===== src/rtl/utl_pkg.sv =====
package utl_pkg;

  typedef logic signed [19:0] code_point_t;

  typedef struct packed {
    logic [7:0] out_byte;
    logic       triple;
    logic       string_end;
  } utl_entry_t;

  localparam logic [7:0] AsciiLimit    = 8'h80;
  localparam logic [7:0] ThreeByteLead = 8'hE0;
  localparam logic [7:0] TwoByteBase   = 8'hC0;
  localparam logic [7:0] ContBase      = 8'h80;

  localparam code_point_t CpLatinLimit = 20'sh00100;
  localparam code_point_t CpLdquo      = 20'sh0201C;
  localparam code_point_t CpRdquo      = 20'sh0201D;
  localparam code_point_t CpLsquo      = 20'sh02018;
  localparam code_point_t CpRsquo      = 20'sh02019;
  localparam code_point_t CpEndash     = 20'sh02013;
  localparam code_point_t CpEmdash     = 20'sh02014;
  localparam code_point_t CpEuro       = 20'sh020AC;
  localparam code_point_t CpArrow      = 20'sh027A2;
  localparam code_point_t CpLozenge    = 20'sh025CA;
  localparam code_point_t CpPrivA      = 20'sh0F076;
  localparam code_point_t CpPrivB      = 20'sh0F0A7;
  localparam code_point_t CpPrivC      = 20'sh0F0B7;
  localparam code_point_t CpBullet     = 20'sh02022;
  localparam code_point_t CpEllipsis   = 20'sh02026;

  localparam logic [7:0] ChQuote     = 8'h22;
  localparam logic [7:0] ChApostr    = 8'h27;
  localparam logic [7:0] ChDash      = 8'h2D;
  localparam logic [7:0] ChCurrency  = 8'hA4;
  localparam logic [7:0] ChMiddleDot = 8'hB7;
  localparam logic [7:0] ChPeriod    = 8'h2E;
  localparam logic [7:0] ChSpace     = 8'h20;
  localparam logic [7:0] ChNul       = 8'h00;

  localparam logic [1:0] PendIdle  = 2'd0;
  localparam logic [1:0] PendOne   = 2'd1;
  localparam logic [1:0] PendTwo   = 2'd2;

  localparam logic [1:0] TripleLast = 2'd2;

endpackage


===== src/rtl/utl_front.sv =====
module utl_front
  import utl_pkg::*;
(
  input  logic       clk_i,
  input  logic       rst_ni,
  input  logic       in_valid_i,
  input  logic [7:0] in_byte_i,
  output logic       in_ready_o,
  output logic       push_o,
  output utl_entry_t push_entry_o,
  input  logic       queue_ready_i
);

  logic [1:0] pending_q, pending_d;
  logic [7:0] lead_q, lead_d;
  logic [7:0] second_q, second_d;
  logic       accept;
  code_point_t cp;

  function automatic utl_entry_t map_point(code_point_t c);
    utl_entry_t e;
    e.out_byte   = ChSpace;
    e.triple     = 1'b0;
    e.string_end = 1'b0;
    if (c < CpLatinLimit) begin
      e.out_byte = c[7:0];
    end else if (c == CpLdquo || c == CpRdquo) begin
      e.out_byte = ChQuote;
    end else if (c == CpLsquo || c == CpRsquo) begin
      e.out_byte = ChApostr;
    end else if (c == CpEndash || c == CpEmdash) begin
      e.out_byte = ChDash;
    end else if (c == CpEuro) begin
      e.out_byte = ChCurrency;
    end else if (c == CpArrow || c == CpLozenge || c == CpPrivA || c == CpPrivB ||
                 c == CpPrivC || c == CpBullet) begin
      e.out_byte = ChMiddleDot;
    end else if (c == CpEllipsis) begin
      e.out_byte = ChPeriod;
      e.triple   = 1'b1;
    end
    return e;
  endfunction

  assign in_ready_o = queue_ready_i;
  assign accept     = in_valid_i && queue_ready_i;

  always_comb begin
    if (lead_q < ThreeByteLead) begin
      cp = ($signed({12'd0, lead_q}) - $signed({12'd0, TwoByteBase})) * 20'sd64
         + ($signed({12'd0, in_byte_i}) - $signed({12'd0, ContBase}));
    end else begin
      cp = ($signed({12'd0, lead_q}) - $signed({12'd0, ThreeByteLead})) * 20'sd4096
         + ($signed({12'd0, second_q}) - $signed({12'd0, ContBase})) * 20'sd64
         + ($signed({12'd0, in_byte_i}) - $signed({12'd0, ContBase}));
    end
  end

  always_comb begin
    pending_d    = pending_q;
    lead_d       = lead_q;
    second_d     = second_q;
    push_o       = 1'b0;
    push_entry_o = '{out_byte: in_byte_i, triple: 1'b0, string_end: 1'b0};
    if (accept) begin
      if (in_byte_i == ChNul) begin
        pending_d    = PendIdle;
        push_o       = 1'b1;
        push_entry_o = '{out_byte: ChNul, triple: 1'b0, string_end: 1'b1};
      end else if (pending_q == PendIdle) begin
        if (in_byte_i < AsciiLimit) begin
          push_o = 1'b1;
        end else begin
          lead_d    = in_byte_i;
          pending_d = (in_byte_i < ThreeByteLead) ? PendOne : PendTwo;
        end
      end else if (pending_q == PendTwo) begin
        second_d  = in_byte_i;
        pending_d = PendOne;
      end else begin
        pending_d    = PendIdle;
        push_o       = 1'b1;
        push_entry_o = map_point(cp);
      end
    end
  end

  always_ff @(posedge clk_i or negedge rst_ni) begin
    if (!rst_ni) begin
      pending_q <= PendIdle;
      lead_q    <= '0;
      second_q  <= '0;
    end else begin
      pending_q <= pending_d;
      lead_q    <= lead_d;
      second_q  <= second_d;
    end
  end

  assert property (@(posedge clk_i) disable iff (!rst_ni)
    push_o && push_entry_o.string_end |-> push_entry_o.out_byte == ChNul &&
                                          !push_entry_o.triple)
    else $error("Terminator entry is malformed.");

  assert property (@(posedge clk_i) disable iff (!rst_ni)
    accept && in_byte_i == ChNul |=> pending_q == PendIdle)
    else $error("Zero byte did not return the decoder to idle.");

endmodule


===== src/rtl/utl_fifo.sv =====
module utl_fifo
  import utl_pkg::*;
#(
  parameter int Depth = 2
) (
  input  logic       clk_i,
  input  logic       rst_ni,
  input  logic       push_i,
  input  utl_entry_t push_entry_i,
  output logic       ready_o,
  input  logic       pop_i,
  output logic       valid_o,
  output utl_entry_t head_o
);

  localparam int PtrW = (Depth > 1) ? $clog2(Depth) : 1;
  localparam int CntW = $clog2(Depth + 1);

  utl_entry_t mem_q [Depth];
  logic [PtrW-1:0] wr_ptr_q, wr_ptr_d;
  logic [PtrW-1:0] rd_ptr_q, rd_ptr_d;
  logic [CntW-1:0] count_q, count_d;
  logic            do_push, do_pop;

  assign ready_o = count_q != CntW'(Depth);
  assign valid_o = count_q != '0;
  assign head_o  = mem_q[rd_ptr_q];
  assign do_push = push_i && ready_o;
  assign do_pop  = pop_i && valid_o;

  always_comb begin
    wr_ptr_d = wr_ptr_q;
    rd_ptr_d = rd_ptr_q;
    count_d  = count_q;
    if (do_push) begin
      wr_ptr_d = (wr_ptr_q == PtrW'(Depth - 1)) ? '0 : wr_ptr_q + 1'b1;
    end
    if (do_pop) begin
      rd_ptr_d = (rd_ptr_q == PtrW'(Depth - 1)) ? '0 : rd_ptr_q + 1'b1;
    end
    if (do_push && !do_pop) begin
      count_d = count_q + 1'b1;
    end else if (do_pop && !do_push) begin
      count_d = count_q - 1'b1;
    end
  end

  always_ff @(posedge clk_i or negedge rst_ni) begin
    if (!rst_ni) begin
      wr_ptr_q <= '0;
      rd_ptr_q <= '0;
      count_q  <= '0;
    end else begin
      wr_ptr_q <= wr_ptr_d;
      rd_ptr_q <= rd_ptr_d;
      count_q  <= count_d;
    end
  end

  always_ff @(posedge clk_i) begin
    if (do_push) begin
      mem_q[wr_ptr_q] <= push_entry_i;
    end
  end

  assert property (@(posedge clk_i) disable iff (!rst_ni)
    count_q <= CntW'(Depth))
    else $error("Queue count exceeds its depth.");

endmodule


===== src/rtl/utl_back.sv =====
module utl_back
  import utl_pkg::*;
(
  input  logic       clk_i,
  input  logic       rst_ni,
  input  logic       valid_i,
  input  utl_entry_t head_i,
  output logic       pop_o,
  output logic       out_valid_o,
  input  logic       out_ready_i,
  output logic [7:0] out_byte_o,
  output logic       run_last_o,
  output logic       string_end_o
);

  logic [1:0] idx_q, idx_d;
  logic       fire;

  assign out_valid_o  = valid_i;
  assign out_byte_o   = head_i.out_byte;
  assign string_end_o = head_i.string_end;
  assign run_last_o   = !head_i.triple || idx_q == TripleLast;
  assign fire         = valid_i && out_ready_i;
  assign pop_o        = fire && run_last_o;

  always_comb begin
    idx_d = idx_q;
    if (fire) begin
      idx_d = run_last_o ? 2'd0 : idx_q + 2'd1;
    end
  end

  always_ff @(posedge clk_i or negedge rst_ni) begin
    if (!rst_ni) begin
      idx_q <= 2'd0;
    end else begin
      idx_q <= idx_d;
    end
  end

  assert property (@(posedge clk_i) disable iff (!rst_ni)
    idx_q <= TripleLast)
    else $error("Repeat index ran past the last period.");

  assert property (@(posedge clk_i) disable iff (!rst_ni)
    idx_q != 2'd0 |-> valid_i && head_i.triple)
    else $error("Repeat index is busy without a triple entry at the head.");

  assert property (@(posedge clk_i) disable iff (!rst_ni)
    out_valid_o && string_end_o |-> run_last_o && out_byte_o == ChNul)
    else $error("Terminator item lacks its last flag or zero byte.");

endmodule


===== src/rtl/utf8_to_latin1_transliterator.sv =====
// UTF-8 to ISO-8859-1 transliterating decoder.
// Input: one UTF-8 byte per item on s_axis_tdata_i[7:0]. Output: one ISO-8859-1
// byte per item on m_axis_tdata_o[7:0]; tlast marks the last item caused by one
// input byte and tuser marks the terminating zero of a string.
// A front stage tracks the sequence and maps each completed code point into a
// queue entry; a back stage drains the queue and repeats the period three times
// for the ellipsis. The queue holds FifoDepth entries.
// A byte that completes a character is written into the queue; with the queue
// empty its item is visible at the output in the cycle after it is accepted.
// Lead and middle bytes give no item. Throughput is one input byte per cycle
// while s_axis_tready_o is high; the repeat counter holds the ellipsis at the
// output through its third period. With the default depth the queue holds one
// more entry behind it; once full, s_axis_tready_o is low until it leaves.
// Reset clears the sequence state, the repeat counter and empties the queue.
// When the receiver stalls, the head item holds on the output, the queue fills,
// and s_axis_tready_o drops once the queue is full.
module utf8_to_latin1_transliterator
  import utl_pkg::*;
#(
  parameter int FifoDepth = 2
) (
  input  logic       clk_i,
  input  logic       rst_ni,
  input  logic       s_axis_tvalid_i,
  output logic       s_axis_tready_o,
  input  logic [7:0] s_axis_tdata_i,   // [7:0] in_byte
  output logic       m_axis_tvalid_o,
  input  logic       m_axis_tready_i,
  output logic [7:0] m_axis_tdata_o,   // [7:0] out_byte
  output logic       m_axis_tlast_o,
  output logic       m_axis_tuser_o    // [0] string_end
);

  logic       push;
  utl_entry_t push_entry;
  logic       queue_ready;
  logic       queue_valid;
  logic       pop;
  utl_entry_t head;

  utl_front u_front (
    .clk_i         (clk_i),
    .rst_ni        (rst_ni),
    .in_valid_i    (s_axis_tvalid_i),
    .in_byte_i     (s_axis_tdata_i),
    .in_ready_o    (s_axis_tready_o),
    .push_o        (push),
    .push_entry_o  (push_entry),
    .queue_ready_i (queue_ready)
  );

  utl_fifo #(
    .Depth (FifoDepth)
  ) u_fifo (
    .clk_i        (clk_i),
    .rst_ni       (rst_ni),
    .push_i       (push),
    .push_entry_i (push_entry),
    .ready_o      (queue_ready),
    .pop_i        (pop),
    .valid_o      (queue_valid),
    .head_o       (head)
  );

  utl_back u_back (
    .clk_i        (clk_i),
    .rst_ni       (rst_ni),
    .valid_i      (queue_valid),
    .head_i       (head),
    .pop_o        (pop),
    .out_valid_o  (m_axis_tvalid_o),
    .out_ready_i  (m_axis_tready_i),
    .out_byte_o   (m_axis_tdata_o),
    .run_last_o   (m_axis_tlast_o),
    .string_end_o (m_axis_tuser_o)
  );

endmodule

===== config.mk =====
export PLATFORM = sky130hd
export DESIGN_NAME = utf8_to_latin1_transliterator
export DESIGN_NICKNAME = d
export VERILOG_FILES = /design/src/rtl/utl_pkg.sv /design/src/rtl/utl_front.sv /design/src/rtl/utl_fifo.sv /design/src/rtl/utl_back.sv /design/src/rtl/utf8_to_latin1_transliterator.sv
export SDC_FILE = /design/constraint.sdc
export NUM_CORES = 1
export LEC_CHECK = 0
export BUFFER_PORTS_ARGS = -buffer_cell sky130_fd_sc_hd__buf_2
export CAP_MARGIN = 20
export CORE_ASPECT_RATIO = 0.75
export CORE_MARGIN = 2
export CORE_UTILIZATION = 40
export DETAILED_ROUTE_END_ITERATION = 6
export PLACE_DENSITY = 0.66
export SLEW_MARGIN = 20
export SYNTH_ARGS = -nofsm -noshare
export SYNTH_HDL_FRONTEND = slang
export SYNTH_HIERARCHICAL = 1
export SYNTH_SLANG_ARGS = --single-unit

===== constraint.sdc =====
create_clock -name clk_i -period 8 [get_ports clk_i]
set_input_delay 1.6 -clock clk_i [delete_from_list [all_inputs] [get_ports clk_i]]
set_output_delay 1.6 -clock clk_i [all_outputs]
set_load 0.01 [all_outputs]

==> run summary, run 1 <==
The fraction of layout instances using a drive strength above 1 came out at 0.150. The hold violation count in the final report was 0. The number of buffers inserted during clock tree synthesis is 5. At the pin with the least slew margin, the transition time is 0.922 ns. The initial utilization of the core area, before any placement, comes to 0.406. The proportion of synthesized area in mux cells is 0.0636. Clock tree synthesis selected as its root buffer the cell clkbuf_16. The worst setup path is of the in -> reg kind. The count of nets left with antenna violations once routing finished came out at 0.

The main combinational cell family by area after synthesis is compound AO/OA/AOI/OAI gates. The share of total power in sequential cells is 0.199. The max-slew headroom at the worst pin is 0.383. The area fraction of the dominant cell type after synthesis came out at 0.155. The max-capacitance violation count came out at 0. When the netlist entered floorplanning its net count stood at 465. Data arrives at the worst endpoint at 5.68 ns. The die covers 10500 µm². Clock-pin slew was measured on the worst setup and hold paths at 0.06 ns. The nature of the critical path startpoint is an input pin. Of the total synthesized cell area, the portion taken by AND, OR, NAND and NOR gates is 0.180.

STA puts the critical path data required time at 8.13 ns. The proportion of total power due to net switching is 0.479. The combinational cell fraction of total power came out at 0.699. The most frequently used flop master after synthesis is dfrtp_1. Yosys mapped the design onto 76 distinct sky130hd cell types. The I/O pin total is 24. In the post-synthesis netlist, the biggest area contributors are dfrtp_1 16%, edfxtp_1 16%, ha_1 10%. For this design the total switching power over the nets is 938 µW.

The H-tree depth came out at 2. The final net count is 470. The count of pins over their slew limit was 0. The total number of vias is 3089. Setup repair after global routing left no endpoint under its margin.

The total half-perimeter wirelength after legalization and detailed placement came out at 7.00 mm. Derived from the worst setup path, the maximum achievable clock frequency is 180 MHz. Measured on the finished design, the core utilization comes to 0.437. The leakage power of the design came out at 0.00174 µW.

The CTS tree is yes. The power share of the clock group came out at 0.102. The deepest clock path buffer count is 2. The mean post-synth cell area is 9.38 µm². For this run, asynchronously set or reset flops after synthesis account for 0.545.

The total grt overflow is 0. After technology mapping, the gate count stands at 413. The number of search-and-repair iterations in the first detailed-routing pass came out at 5. The clock latency on the worst-skew pair came out at 0.28 ns. Gates resized during post-CTS repair numbered 0. Input and output buffers added on the ports amount to 23. At the end of routability-driven placement, the weighted congestion stood at 0.882.

Of the synthesized area, sequential elements account for 0.310. The worst voltage drop across the vdd grid is 0.000198 V. The worst setup path is captured at a register. The post-route minimum period is 5.56 ns. The number of buffers added for setup after CTS is 0.

The via density per instance came out at 5.61. The number of rows created at floorplan is 31. The number of antenna violations at the first check in global routing came out at 0.

The largest fanout of any net on the critical path is 19. The core outline area is 9540 µm². The first-iteration detailed-routing DRC count came out at 215. The area of the mapped netlist is 3870 µm².

Cell internal power was estimated by the tool at 1020 µW. Setup violations remaining at the end of the flow were counted as 0. Of the total synthesized cell area, the portion taken by XOR and XNOR cells is 0.0362.

The largest net degree at the start of global routing came out at 25. The count of unresolved DRC violations after routing is 0. The kind of path behind the tightest hold check is reg -> reg. The library cell occupying the most area in the post-synthesis netlist is dfrtp_1. The count of hold buffers inserted by post-cts repair is 0. The per-cell routed wire length came out at 16.0 µm. The clock arrives with 0.00423 ns of skew. The flip-flop and latch count after synthesis came out at 44.

Of the total synthesized cell area, the portion taken by full adders, half adders and majority gates is 0.147. Relative to the synthesized area, the layout overhead comes to 7.62%. The total global routing track utilization came out at 0.167.

Summed over all layers, the routed wires come to 8.82 mm. The first global-routing pass estimated 14.0 mm of wire. The via count of the first global-routing pass came out at 2786. The run finished with clean final reports. The yosys synthesis warning count is 6. The total negative slack for setup checks is 0 ns.

The tree built by TritonCTS fans out to 44 sinks. The area fraction in compound gates after synthesis came out at 0.196. The die span in y came out at 89.2 µm. The number of diodes added for antenna fixing is 0.

Counting flops with a built-in enable in the synthesized netlist gives 20. In this run the power density over the cells is 470 nW/µm². The die width came out at 118 µm. The number of fill cells came out at 957. The share of the clock period used by the worst path is 0.694.
-- placed cells by master, fill, tap and decap left out, types with 3 or more instances in the layout --
cell type and instances:
nand2_1 33, inv_1 31, ha_1 31, dfrtp_1 24, nor2_1 24, buf_2 23, a21oi_1 22, o21ai_0 22
edfxtp_1 20, mux2_2 16, xnor2_1 13, nand3_1 10, nor3_1 10, fa_1 9, a21o_1 8, and3_1 6
clkbuf_16 5, nand2b_1 5, nand4_1 5, o21ai_1 4, and4_1 4, o21bai_1 4, o2111ai_1 4, xor2_1 3
and2_1 3, o311a_1 3, mux2i_1 3, o31a_1 3, or3_1 3, or2_2 3, nand3b_1 3, nor4_1 3
-- critical path, cell delays in order --
cell	delay, ns
buf_2	0.18
inv_1	0.65
fa_1	0.54
ha_1	0.43
nor3_1	0.11
or2_1	0.28
a2111oi_0	0.39
nor3_1	0.12
a211oi_2	0.25
a31o_1	0.23
nand4_1	0.26
o311a_1	0.45
a21oi_2	0.17
-- power groups by stage --
stage | combinational (µW) | clock [µW] | sequential, µW
detailed placement | 1340 | 0 | 394
global route | 1520 | 214 | 400
global placement | 1320 | 0 | 391
floorplan | 1120 | 0 | 364
CTS | 1350 | 205 | 389
finish | 1370 | 200 | 389
-- cell families (layout without fill, tap and decap cells) --
family | after synthesis | count (layout)
buf+inv | 56 | 62
simple gates | 129 | 129
mux | 22 | 22
flops | 44 | 44
xor+xnor | 16 | 16
compound gates | 106 | 106
fa+ha+maj | 40 | 40
-- per-layer routing --
metal | global-route usage | vias to the layer above | share of wire
li1 | - | 1528 | -
met1 | 0.263 | 1482 | 0.53
met2 | 0.240 | 77 | 0.41
met3 | 0.0344 | 2 | 0.056
met4 | 0.0164 | 0 | 0.0024
met5 | 0 | - | 0
-- stage by stage --
stage | instance area [µm²] | hold WS (ns) | instances | setup slack, ns | total power (µW)
floorplan | 3870 | 0.436 | 413 | 3.00 | 1480
global placement | 4010 | 0.454 | 543 | 2.36 | 1710
detailed placement | 4010 | 0.462 | 543 | 2.22 | 1730
CTS | 4160 | 0.469 | 551 | 2.52 | 1940
global route | 4170 | 0.524 | 551 | 2.17 | 2140
finish | 4170 | 0.463 | 551 | 2.44 | 1960
-- synth_stat cells, types with 9 or more instances --
| master | number |
|---|---|
| o21ai_0 | 22 |
| dfrtp_1 | 24 |
| buf_4 | 13 |
| clkbuf_1 | 9 |
| fa_1 | 9 |
| nor3_1 | 10 |
| mux2_2 | 16 |
| nand3_1 | 10 |
| nor2_1 | 24 |
| edfxtp_1 | 20 |
| nand2_1 | 33 |
| a21oi_1 | 22 |
| inv_1 | 31 |
| ha_1 | 31 |
| xnor2_1 | 13 |
-- registers in the layout (all words and copies together) (netlist names) --
name,count
u_fifo/wr_ptr_q,1
u_fifo/rd_ptr_q,1
u_front/second_q,8
u_back/idx_q,2
u_fifo/mem_q,20
u_front/lead_q,8
u_fifo/count_q,2
u_front/pending_q,2
-- final timing paths --
check	start	endpoint	slack [ns]	cells after the start
worst max-delay path	s_axis_tdata_i[7]	u_fifo/mem_q[0][9]	2.44	13
worst min register to register	u_back/idx_q[0]	u_back/idx_q[0]	0.46	1
min in group asynchronous	rst_ni	u_front/second_q[5]	1.31	1
worst min-delay path	u_back/idx_q[0]	u_back/idx_q[0]	0.46	1
max in group asynchronous	rst_ni	u_back/idx_q[0]	6.31	1
worst max register to register	u_front/second_q[7]	u_fifo/mem_q[1][4]	3.84	11
-- cell type report --
type / instances / area (µm²) / area share
Sequential cell: 44 / 1200 / 0.288
Timing Repair Buffer: 23 / 115 / 0.0276
Clock buffer: 8 / 146 / 0.0351
Inverter: 31 / 116 / 0.0279
Multi-Input combinational cell: 313 / 2420 / 0.582
Tap cell: 132 / 165 / 0.0396
(Power assumes the default switching activity.)
==> inputs of run 2 (changes only) <==
==> constraint.sdc (replaced) <==
create_clock -name clk_i -period 5.6 [get_ports clk_i]
set_input_delay 1.12 -clock clk_i [delete_from_list [all_inputs] [get_ports clk_i]]
set_output_delay 1.12 -clock clk_i [all_outputs]
set_load 0.01 [all_outputs]
==> run summary, run 2 (synthesized netlist as in run 1, its figures left out) <==
The kind of path behind the tightest hold check is reg -> reg (unchanged). The total global routing track utilization is 0.182 (was 0.167). The total half-perimeter wirelength after legalization and detailed placement is 7.21 mm (was 7.00 mm). The post-route minimum period is 4.82 ns. The number of diodes added for antenna fixing was 0 (unchanged). The number of failing setup endpoints in the final timing report came to 0 (unchanged).

The clock latency on the worst-skew pair is 0.29 ns (was 0.28 ns). The via count of the first global-routing pass is 2866 (was 2786). The deepest clock path buffer count came to 2 (unchanged). The total number of vias came to 3189 (was 3089). The number of buffers added for setup after CTS is 0 (unchanged).

The worst stage delay on the critical path came to 0.48 ns (was 0.65 ns). The core utilization of the finished layout came out at 0.440 (was 0.437). The data required time at the worst endpoint came out at 5.63 ns (was 8.13 ns). The number of rows created at floorplan came out at 31 (unchanged). The count of unresolved DRC violations after routing is 0 (unchanged). The flip-flop count of the largest register, all copies and words added came out at 20 (unchanged). The number of search-and-repair iterations in the first detailed-routing pass is 5 (unchanged). RSZ-0062 raised after global routing: no (unchanged). The fraction of layout instances using a drive strength above 1 is 0.159 (was 0.150). The die span in y was 89.2 µm (unchanged). The nature of the critical path startpoint is an input pin (unchanged). The max-slew headroom at the worst pin came out at 0.394 (was 0.383). The final net count is 473 (was 470). The weighted congestion at the end of routability-driven global placement is 0.898 (was 0.882). The total of cells resized after clock tree synthesis is 0 (unchanged). The first-iteration detailed-routing DRC count came out at 278 (was 215). The footprint of the multi-input gates was 2420 µm² (about the same).

The register with the highest flop count is u_fifo/mem_q (unchanged). The number of buffers inserted during clock tree synthesis is 5 (unchanged). The slew at the pin with the worst max-slew slack was 0.906 ns (was 0.922 ns).

The number of buffers added on ports came out at 23 (unchanged). The leakage power of the design came to 0.00177 µW (was 0.00174 µW). The die width came out at 118 µm (unchanged). The I/O pin total came out at 24 (unchanged). The clock slew at the register clock pins of the worst setup and hold paths came to 0.06 ns (about the same). The number of fill cells was 934 (was 957). Outcome: finished, final reports clean (unchanged). The wire length of the first global-routing pass came out at 15.1 mm (was 14.0 mm). The clock net sink count is 44 (unchanged). The area added between synthesis and finish came out at 8.43% (was 7.62%). The starting density of the core came to 0.406 (unchanged). Top library cells by usage in the layout, fill and taps aside: 33 x nand2_1, 31 x inv_1, 31 x ha_1, 24 x dfrtp_1, 24 x nor2_1 (unchanged).

The wire length reported by the detailed router was 9.37 mm (was 8.82 mm). The count of hold buffers inserted by post-cts repair is 0 (unchanged). The total grt overflow came out at 0 (unchanged).

The CTS tree is yes (unchanged). CP cell instances: buf_2 -> inv_1 -> ha_1 -> ha_1 -> inv_1 -> fa_1 -> xnor2_1 -> or4_1 -> o311ai_0 -> and4b_1 -> o211a_1 -> o2111ai_1 -> nand3_1 -> mux2_1 (was buf_2 -> inv_1 -> fa_1 -> ha_1 -> nor3_1 -> or2_1 -> a2111oi_0 -> nor3_1 -> a211oi_2 -> a31o_1 -> nand4_1 -> o311a_1 -> a21oi_2). The placed instance area came out at 4040 µm² (was 4010 µm²). The root buffer selected by CTS is clkbuf_16 (unchanged). The power density relative to cell area came out at 688 nW/µm² (was 470 nW/µm²).

Biggest regs: u_fifo/mem_q x20, u_front/lead_q x8, u_front/second_q x8 (unchanged). The hold violation count in the final report is 0 (unchanged). The count of pins over their slew limit came out at 0 (unchanged). Static timing analysis puts the maximum clock frequency at 207 MHz. The residual antenna-violating net count after detailed routing is 0 (unchanged). The total negative slack for setup checks came out at 0 ns (unchanged). The final setup skew came out at 0.00495 ns (was 0.00423 ns). The core outline area is 9540 µm² (unchanged). The commonest non-fill, non-tap cell in the layout is nand2_1 (unchanged). The largest fanout of any net on the critical path is 10 (was 19). The kind of end point of the critical path is a register (unchanged). The critical path start-end classification is in -> reg (unchanged).

The max-capacitance violation count came out at 0 (unchanged). The die footprint was 10500 µm² (unchanged). The largest net degree at the start of global routing came out at 25 (unchanged). The share of the clock period used by the worst path came out at 0.861. The library cell contributing the largest single delay on the critical path is or4_1 (was inv_1). The critical path arrival was 4.85 ns (was 5.68 ns).

The H-tree depth came out at 2 (unchanged). The worst voltage drop across the vdd grid came out at 0.000303 V (was 0.000198 V). The number of non-filler instances in the completed layout is 554 (was 551). The number of cells in the design after placement came out at 546 (was 543). The per-cell routed wire length is 16.9 µm (was 16.0 µm).

The number of antenna violations at the first check in global routing is 0 (unchanged). The via density per instance came out at 5.76 (was 5.61). The register cell area after layout is 1200 µm² (unchanged). The finished layout cell area is 4200 µm² (was 4170 µm²).
run 2: changes by cell type in the layout (fill, tap and decap cells not counted), sizes merged:
cell and change:
buf +3, clkbuf -2, bufinv +1, clkinv +1
run 2: metal layers:
metal / part of all wire / up-vias / wire [µm] / GRT usage
met3: 0.062 / 8 / 581 / 0.0351
met1: 0.51 / 1529 / 4800 / 0.279
met4: 0.0085 / 0 / 80 / 0.0482
met2: 0.42 / 110 / 3910 / 0.260
li1: - / 1542 / - / -
met5: 0 / - / 0 / 0
run 2: critical path, delay by kind of cell:
family | cells | cell delay (ns)
mux | 1 | 0.39
buf+inv | 3 | 0.56
xor+xnor | 1 | 0.18
compound gates | 3 | 0.49
fa+ha+maj | 3 | 0.93
simple gates | 3 | 1.17
run 2: where the power goes:
group	internal [µW]	switching (µW)
combinational	838	1170
clock	210	118
sequential	454	101
run 2: path summary, 6_finish.rpt:
| path | from | to | slack, ns | cells after the start |
|---|---|---|---|---|
| worst min-delay path | u_back/idx_q[0] | u_back/idx_q[0] | 0.47 | 1 |
| worst max register to register | u_front/second_q[7] | u_fifo/mem_q[0][4] | 1.35 | 11 |
| worst max-delay path | s_axis_tdata_i[7] | u_fifo/mem_q[0][4] | 0.78 | 14 |
| max in group asynchronous | rst_ni | u_fifo/count_q[0] | 4.40 | 1 |
| worst min register to register | u_back/idx_q[0] | u_back/idx_q[0] | 0.47 | 1 |
| min in group asynchronous | rst_ni | u_front/second_q[5] | 0.82 | 1 |
run 2: layout make-up:
class	instances	area share
clock buffers	6	0.0307
clock inverters	2	0.00834
inverters	31	0.0277
multi-input cells	313	0.575
flip-flops and latches	44	0.286
well taps	132	0.0393
repair buffers	26	0.0328
run 2: stage by stage:
stage          hold WS [ns]  setup slack [ns]  total power (µW)
2_1_floorplan         0.436              1.08              2110
3_3_place_gp          0.454             0.669              2470
3_5_place_dp          0.469             0.569              2520
4_1_cts               0.477             0.843              2860
5_1_grt               0.494             0.476              3150
6_report              0.475             0.780              2890
==> inputs of run 3 (changes only) <==
==> constraint.sdc (replaced) <==
create_clock -name clk_i -period 5.81 [get_ports clk_i]
set_input_delay 1.162 -clock clk_i [delete_from_list [all_inputs] [get_ports clk_i]]
set_output_delay 1.162 -clock clk_i [all_outputs]
set_load 0.01 [all_outputs]
==> run summary, run 3 (synthesized netlist as in run 1, its figures left out) <==
Outcome: finished, final reports clean (unchanged). The die footprint came out at 10500 µm² (unchanged). The per-cell routed wire length came out at 16.4 µm (was 16.9 µm).

The flip-flop count of the largest register, all copies and words added was 20 (unchanged). The largest fanout of any net on the critical path came out at 10 (unchanged). The number of buffers added on ports was 23 (unchanged). The max-slew headroom at the worst pin came to 0.389 (was 0.394). The hold violation count in the final report is 0 (unchanged). The slew at the pin with the worst max-slew slack is 0.913 ns (was 0.906 ns). The number of rows created at floorplan is 31 (unchanged). The core outline area came out at 9540 µm² (unchanged). The library cell contributing the largest single delay on the critical path is or4_1 (unchanged). The commonest non-fill, non-tap cell in the layout was nand2_1 (unchanged).

The clock slew at the register clock pins of the worst setup and hold paths is 0.06 ns (about the same). The data required time at the worst endpoint is 5.83 ns (was 5.63 ns). The via count of the first global-routing pass came out at 2901 (was 2866). The count of pins over their slew limit is 0 (unchanged). The deepest clock path buffer count came to 2 (unchanged). The count of hold buffers inserted by post-cts repair is 0 (unchanged).

The CTS tree is yes (unchanged). The number of antenna violations at the first check in global routing came out at 0 (unchanged). The final setup skew came out at 0.00329 ns (was 0.00495 ns). The placement-stage worst setup slack came out at 0.710 ns (was 0.569 ns).

The residual antenna-violating net count after detailed routing was 0 (unchanged). The internal power component came out at 1440 µW (was 1500 µW). The total half-perimeter wirelength after legalization and detailed placement is 7.16 mm (was 7.21 mm).

The first-iteration detailed-routing DRC count came to 267 (was 278). The via density per instance came out at 5.66 (was 5.76). The number of failing setup endpoints in the final timing report came out at 0 (unchanged).

The leakage power of the design is 0.00176 µW (was 0.00177 µW). The critical path arrival came to 4.89 ns (was 4.85 ns). The number of cells in the design after placement is 545 (was 546). The final net count came out at 472 (was 473).

The number of diodes added for antenna fixing came out at 0 (unchanged). The kind of end point of the critical path was a register (unchanged). The number of buffers inserted during clock tree synthesis is 5 (unchanged). The H-tree depth came to 2 (unchanged).

The register cell area after layout came out at 1200 µm² (unchanged). The kind of path behind the tightest hold check was reg -> reg (unchanged). The die width is 118 µm (unchanged). The combinational cell fraction of total power is 0.692 (was 0.695).

The worst stage delay on the critical path is 0.48 ns (about the same). The clock net sink count came out at 44 (unchanged). The number of non-filler instances in the completed layout is 553 (was 554). The placed instance area came to 4030 µm² (was 4040 µm²). The terminating pin of the worst hold path is u_back/idx_q[0] (unchanged).

The total of cells resized after clock tree synthesis is 0 (unchanged). The clock latency on the worst-skew pair is 0.28 ns (was 0.29 ns). Biggest regs: u_fifo/mem_q x20, u_front/lead_q x8, u_front/second_q x8 (unchanged). The die span in y came to 89.2 µm (unchanged). The weighted congestion at the end of routability-driven global placement came out at 0.882 (was 0.898). The count of unresolved DRC violations after routing is 0 (unchanged). CP cell instances: buf_2 -> inv_1 -> ha_1 -> ha_1 -> inv_1 -> fa_1 -> xnor2_1 -> or4_1 -> o311ai_0 -> and4b_1 -> o211a_1 -> o2111ai_1 -> nand3_1 -> mux2_1 (unchanged). The buffer and inverter count on the worst path came out at 3 (unchanged).

The share of total power in sequential cells is 0.193 (was 0.192). The number of buffers added for setup after CTS came to 0 (unchanged). The wire length reported by the detailed router came out at 9.09 mm (was 9.37 mm). The nature of the critical path startpoint is an input pin (unchanged). The total negative slack for setup checks came out at 0 ns (unchanged).

The fraction of layout instances using a drive strength above 1 is 0.157 (was 0.159). The count of cells along the worst register-to-register path is 11 (unchanged). The post-layout worst setup margin came to 0.938 ns (was 0.780 ns). The number of search-and-repair iterations in the first detailed-routing pass is 5 (unchanged). The total number of vias is 3132 (was 3189). RSZ-0062 raised after global routing: no (unchanged). The I/O pin total came out at 24 (unchanged).

The finished layout cell area is 4190 µm² (was 4200 µm²). The largest net degree at the start of global routing is 25 (unchanged). The hold slack was 0.468 ns (was 0.475 ns). The number of stages on the worst hold path is 1 (unchanged). The cell family contributing the most delay on the critical path is simple AND/OR/NAND/NOR gates (unchanged). The endpoint of the worst register-to-register path was u_fifo/mem_q[1][3] (was u_fifo/mem_q[0][4]). The critical path start-end classification is in -> reg (unchanged).

The post-route minimum period came out at 4.87 ns. The proportion of total power due to net switching is 0.476 (was 0.480). The share of the clock period used by the worst path came out at 0.838. The top achievable clock speed is 205 MHz. The wire length of the first global-routing pass came out at 14.9 mm (was 15.1 mm).

The starting density of the core is 0.406 (unchanged). Top library cells by usage in the layout, fill and taps aside: 33 x nand2_1, 31 x inv_1, 31 x ha_1, 24 x dfrtp_1, 24 x nor2_1 (unchanged). The power density relative to cell area came out at 656 nW/µm² (was 688 nW/µm²).

The instance count on the critical path is 14 (unchanged). The number of fill cells was 923 (was 934). The worst-case register-to-register setup slack came to 1.66 ns (was 1.35 ns). The area added between synthesis and finish came out at 8.24% (was 8.43%). The worst voltage drop across the vdd grid came out at 0.000276 V (was 0.000303 V). The power share of the clock group is 0.115 (was 0.113). The switching power is 1310 µW (was 1390 µW). The total grt overflow came to 0 (unchanged). The root buffer selected by CTS is clkbuf_16 (unchanged). The source of the worst hold timing path is u_back/idx_q[0] (unchanged). The footprint of the multi-input gates is 2420 µm² (unchanged). The max-capacitance violation count is 0 (unchanged). The worst flop-to-flop path startpoint is u_front/second_q[7] (unchanged). The total global routing track utilization came to 0.176 (was 0.182). The register with the highest flop count is u_fifo/mem_q (unchanged).
-- run 3: cell types whose count changed in the layout (fill, tap and decap cells not counted) --
cell	change
buf_4	-1
-- run 3: power groups by stage --
stage               logic [µW]  clock network, µW  registers (µW)
finish                    1900                316             532
global route              2130                333             549
CTS                       1880                320             534
detailed placement        1870                  0             540
global placement          1840                  0             536
floorplan                 1540                  0             501
-- run 3: worst max-delay path by stage --
stage | start | end | slack, ns
6_report | s_axis_tdata_i[7] | u_fifo/mem_q[1][3] | 0.94
5_1_grt | s_axis_tdata_i[7] | u_fifo/mem_q[1][3] | 0.60
3_3_place_gp | s_axis_tdata_i[7] | u_fifo/mem_q[0][4] | 0.84
2_1_floorplan | s_axis_tdata_i[7] | u_fifo/mem_q[0][4] | 1.25
3_5_place_dp | s_axis_tdata_i[7] | u_fifo/mem_q[0][3] | 0.71
4_1_cts | s_axis_tdata_i[7] | u_fifo/mem_q[1][3] | 0.99
-- run 3: final cells by class --
class	count	share of cell area
clock buffer	6	0.0307
sequential	44	0.286
tap	132	0.0394
clock inverter	2	0.00836
timing repair buffer	25	0.0310
inverter	31	0.0278
multi-input combinational	313	0.576
-- run 3: per-stage QoR --
stage / total power [µW] / util
after floorplan: 2040 / -
after global placement: 2380 / 0.422
after detailed placement: 2410 / 0.422
after CTS: 2740 / 0.439
after global routing: 3010 / 0.439
final: 2750 / 0.439
-- run 3: per-layer routing --
metal / part of all wire / global-route usage / vias to the layer above
li1: - / - / 1544
met1: 0.51 / 0.280 / 1468
met2: 0.42 / 0.259 / 116
met3: 0.065 / 0.0268 / 4
met4: 0.0014 / 0.0164 / 0
met5: 0 / 0 / -
